$ cat src/hw/rtl/oal_pkg.sv
// Shared types and constants for the ordered array list.
package oal_pkg;

  localparam int CAPACITY_DEF = 64;
  localparam int MAX_OUT      = 64;

  localparam int KIND_W    = 2;
  localparam int POS_W     = 6;
  localparam int VAL_W     = 32;
  localparam int STATUS_W  = 2;
  localparam int INDEX_W   = 6;
  localparam int ENTRIES_W = 7;

  localparam int IN_TDATA_W  = 40;
  localparam int OUT_TDATA_W = 48;

  typedef enum logic [KIND_W-1:0] {
    KIND_APPEND = 2'd0,
    KIND_INSERT = 2'd1,
    KIND_DELETE = 2'd2,
    KIND_DUMP   = 2'd3
  } kind_t;

  typedef enum logic [STATUS_W-1:0] {
    STAT_OK     = 2'd0,
    STAT_FULL   = 2'd1,
    STAT_EMPTY  = 2'd2,
    STAT_BADPOS = 2'd3
  } status_t;

  typedef enum logic [2:0] {
    CELL_HOLD   = 3'd0,
    CELL_APPEND = 3'd1,
    CELL_INSERT = 3'd2,
    CELL_DELETE = 3'd3,
    CELL_ROTATE = 3'd4
  } cell_op_t;

  typedef struct packed {
    cell_op_t op;
  } cell_ctl_t;

  typedef struct packed {
    status_t                status;
    logic [VAL_W-1:0]       data;
    logic [INDEX_W-1:0]     index;
    logic [ENTRIES_W-1:0]   entries;
    logic                   last;
  } result_t;

endpackage

$ cat src/hw/rtl/oal_outq.sv
// Two-word result queue between the list and the output stream.
module oal_outq (
  input  logic              clk,
  input  logic              rst_n,
  input  logic              push,
  input  oal_pkg::result_t  push_word,
  output logic              room,
  output logic              out_valid,
  input  logic              out_ready,
  output oal_pkg::result_t  out_word
);

  oal_pkg::result_t mem_r [2];
  logic             wp_r, wp_nxt, rp_r, rp_nxt;
  logic [1:0]       cnt_r, cnt_nxt;
  logic             pop;

  assign pop       = out_valid && out_ready;
  assign room      = (cnt_r != 2'd2);
  assign out_valid = (cnt_r != 2'd0);
  assign out_word  = mem_r[rp_r];

  always_comb begin
    wp_nxt  = push ? ~wp_r : wp_r;
    rp_nxt  = pop ? ~rp_r : rp_r;
    cnt_nxt = cnt_r + 2'(push) - 2'(pop);
  end

  always_ff @(posedge clk) begin
    if (!rst_n) begin
      wp_r  <= 1'b0;
      rp_r  <= 1'b0;
      cnt_r <= 2'd0;
    end else begin
      wp_r  <= wp_nxt;
      rp_r  <= rp_nxt;
      cnt_r <= cnt_nxt;
    end
  end

  always_ff @(posedge clk) begin
    if (push) mem_r[wp_r] <= push_word;
  end

endmodule
$ cat config.mk
export PLATFORM = sky130hd
export DESIGN_NAME = oal_outq
export DESIGN_NICKNAME = d
export VERILOG_FILES = /design/src/hw/rtl/oal_pkg.sv /design/src/hw/rtl/oal_outq.sv
export SDC_FILE = /design/constraint.sdc
export NUM_CORES = 1
export LEC_CHECK = 0
export ABC_CLOCK_PERIOD_IN_PS = 3700
export BUFFER_PORTS_ARGS = -buffer_cell sky130_fd_sc_hd__buf_4
export CAP_MARGIN = 15
export CORE_UTILIZATION = 52
export CTS_CLUSTER_SIZE = 16
export DETAILED_ROUTE_END_ITERATION = 12
export PLACE_DENSITY = 0.85
export SKIP_CTS_REPAIR_TIMING = 1
export SLEW_MARGIN = 10
export SYNTH_ARGS = -nofsm -noshare
export SYNTH_HDL_FRONTEND = slang
export SYNTH_SLANG_ARGS = --single-unit
export TNS_END_PERCENT = 5
$ cat constraint.sdc
create_clock -name clk -period 3.7 [get_ports clk]
set_input_delay 0.555 -clock clk [delete_from_list [all_inputs] [get_ports clk]]
set_output_delay 0.555 -clock clk [all_outputs]
set_load 0.01 [all_outputs]
**Word level (Yosys, flattened, before mapping)**

Memories as Yosys holds them, arrays and structs flattened. A register that Yosys moved wholly into a read port is not among the register bits.
Index checks and enable logic that the tools add are counted.
Widths: inputs -> output; s select.

- Add/subtract/negate cells: 2
- Equal/unequal tests: 1
- Mux-type cells: 4
- Bitwise operators: 2
- Reduce and logical (&&, ||, !) cells: 2

Operators with widths:

| cell | count |
|---|---|
| $mux 1 | 4 |
| $add 2x1->2 | 1 |
| $ne 2x2->1 const B | 1 |
| $not 1->1 | 2 |
| $reduce_bool 2->1 | 1 |
| $sub 2x1->2 | 1 |
| $logic_and 1x1->1 | 1 |

- Flip-flop bits (word level): 4
- Memory bits (writable): 96
- Input port bits: 52
- Word-level logic and storage cells: 15
- Memories: 1

Memory list:

| name | words | width | read ports | clocked after Yosys merged registers in | write ports | line | text |
|---|---|---|---|---|---|---|---|
| mem_r | 2 | 48 | 1 | 1 | 1 | oal_outq.sv:13 | `oal_pkg::result_t mem_r [2];` |

**Depth between registers and ports, before layout**

- Depth in word-level cells: 4
- Gate-level depth with buffers: 6
- Gate-level depth less buffers: 6

**Least setup slack after synthesis**

OpenSTA, ideal clock, no wires.

- Kind: input-to-reg
- From: input port push
- To: memory mem_r[0][0] (netlist name), enable pin
- Library setup time: 0.460 ns
- Arrival: 2.717 ns
- Path slack: 0.523 ns
- Stages: 1
- Cell sequence: nor2b_1

- Longest elaborated chain between the ends: 2

Ends and longest elaborated chain:

| item | line | text |
|---|---|---|
| from (decl) | oal_outq.sv:5 | `input logic push,` |
| $mux 1 | oal_outq.sv:42 | `if (push) mem_r[wp_r] <= push_word;` |
| $mux 1 (implied by the code) | oal_outq.sv:42 |  |
| to (decl) | oal_outq.sv:13 |  |

No other way between the ends.

==> out/metrics.csv <==
metric;value;unit
antenna_cells;0;
cts_buffer_depth;2;
area_delta_synth_final;28.1;%
final_cell_mix;buf_4 (104), edfxtp_1 (96), mux2_2 (28);
fmax;0.403;GHz
irDropWorstVdd;0.381;mV
seq_area_frac_synth;0.788;
antenna_found_initial;0;
initial_core_util;0.548;
path_cells;buf_4 -> mux2_2 -> buf_4;
die_area;0.00762;mm²
synth_area;0.00378;mm²
pwr-share-clk;0.251;
drt_iter0_drc;80;
clk_pin_slew;0.10;ns
yosys-top-cells-area;edfxtp_1 (76%), mux2_2 (8.3%), mux2_4 (7.9%), dfxtp_1 (2.6%), buf_6 (0.89%);
ioPinCount;102;
crit_fanout;20;
syn-num-nets;226;
wl;6030;µm
intPower;2.04;mW
relSlewSlack;0.237;
port_buffers;101;
cts_sinks;101;
clkLatencyLatePin;0.35;ns
fin_setup_tns;0;ns
dp_slack;1.57;ns
critPathKind;flip-flop to output pin;
core;0.00691;mm²
grt_pass1_wl;9000;µm
cp.required;3.14;ns
hold_path_class;primary input to flip-flop;
yosysTopAreaCell;edfxtp_1;
setup_violations;0;
fin_crit;2.48;ns
cp.buffers_inverters;2;
viasPerCell;4.92;
clock_skew;0.00756;ns
run_status;completed;
drt-pass1-iter-count;4;
numCtsBuffers;9;
setup.worst_path.end_class;output pin;
crit_arrival;1.93;ns
synth_warnings;0;
antenna_left;0;
drc_errors;0;
first_global_vias;1914;
fin_crit_sh;0.671;
switching_power;0.664;mW
leakage;1.86;nW
place.gp.congestion;0.680;
vias;1886;
wl_per_cell;15.7;µm
synth_cells;172;
dpl_cell_area;0.00465;mm²
drv_slew;0;
cp_slowest_stage_delay;0.67;ns
worst_pin_slew;1.14;ns
cts-root-buf;clkbuf_8;
grt_usage;0.165;
cap_viol_max_count;0;
yosysTopAreaCellShare;0.762;
synth_seq_cells;101;
grt-ovfl-total;0;
switching_share;0.246;
cp_slowest_cell;dfxtp_2;
n_fill_cell;462;
htreeDepth;3;
rows;30;
die_w;87.3;µm
final_common_cell;buf_4;
drive_gt1_frac;0.596;
cp-start-kind;flip-flop;
fin_nets;336;
grt_max_degree;49;
synth.distinct_cells;16;
fp.dieH;87.3;µm
avgSynthCellArea;22.0;µm²
p_per_area;557;mW/mm²
pwr-share-comb;0.238;
rsz0062_at_grt;no;
crit_family;flip-flops;
cts_tree;done;
fin_util;0.702;
finalHoldViolCount;0;
fin_ws;1.22;ns
seq_power_share;0.512;
critical_path.most_common_cell;buf_4;
fin_area;0.00485;mm²
stage by stage:
step,power (mW),cells,hold WS [ns]
after floorplan,1.79,172,0.452
after global placement,2.04,367,0.463
after detailed placement,2.06,367,0.475
after CTS,2.73,383,0.364
after global routing,2.82,383,0.356
final,2.70,383,0.385
layout make-up:
| type | count | area (µm²) | area share |
|---|---|---|---|
| Inverter | 2 | 7.51 | 0.00155 |
| Sequential cell | 101 | 2980 | 0.615 |
| Tap cell | 96 | 120 | 0.0248 |
| Timing Repair Buffer | 104 | 781 | 0.161 |
| Clock buffer | 9 | 124 | 0.0255 |
| Multi-Input combinational cell | 64 | 758 | 0.156 |
| Clock inverter | 7 | 73.8 | 0.0152 |
power groups by stage:
stage	registers (mW)	clock network [mW]	logic, mW
global placement	1.40	0	0.640
CTS	1.38	0.697	0.652
floorplan	1.38	0	0.415
finish	1.38	0.676	0.642
detailed placement	1.41	0	0.650
global route	1.39	0.742	0.687
sequential cells by signal (all words and copies together), names as in the netlist, named ones only:
register / flops
mem_r: 96
wp_r: 1
rp_r: 1
cnt_r: 2
cell families (layout without fill, tap and decap cells):
group,Yosys count,in the layout,synth area share
AOI/OAI and AO/OA,2,2,0.00397
xor gates and xnor gates,1,1,0.00595
and+or+nand+nor,9,9,0.0136
DFF,101,101,0.788
adders and majority gates,2,2,0.00661
muxes,50,50,0.168
buffers and inverters,7,122,0.0136
path summary, 6_finish.rpt:
path / endpoint / depth (start not counted) / slack [ns] / startpoint
worst max-delay path: out_word[2] / 3 / 1.22 / flip-flop
worst max register to register: mem_r[1][45]$_DFFE_PP_ / 1 / 1.97 / wp_r$_SDFFE_PN0P_
worst min register to register: flip-flop / 2 / 0.49 / rp_r$_SDFFE_PN0P_
worst min-delay path: mem_r[0][33]$_DFFE_PP_ / 1 / 0.38 / push_word[33]
synthesized netlist by cell type:
| cell type | count |
|---|---|
| mux2i_1 | 2 |
| xnor3_1 | 1 |
| dfxtp_1 | 5 |
| buf_6 | 3 |
| nand2b_1 | 1 |
| and2_1 | 2 |
| ha_1 | 2 |
| edfxtp_1 | 96 |
| nand2_1 | 2 |
| mux2_2 | 28 |
| inv_1 | 2 |
| buf_2 | 2 |
| o21a_1 | 2 |
| or2_2 | 1 |
| mux2_4 | 20 |
| nor2b_1 | 3 |
layer usage:
layer / track usage / vias to the layer above / routed length, µm
li1: - / 887 / -
met1: 0.187 / 921 / 2360
met2: 0.283 / 69 / 3230
met3: 0.0483 / 9 / 343
met4: 0.0820 / 0 / 100
met5: 0 / - / 0
Power figures use the tool's default switching activity.
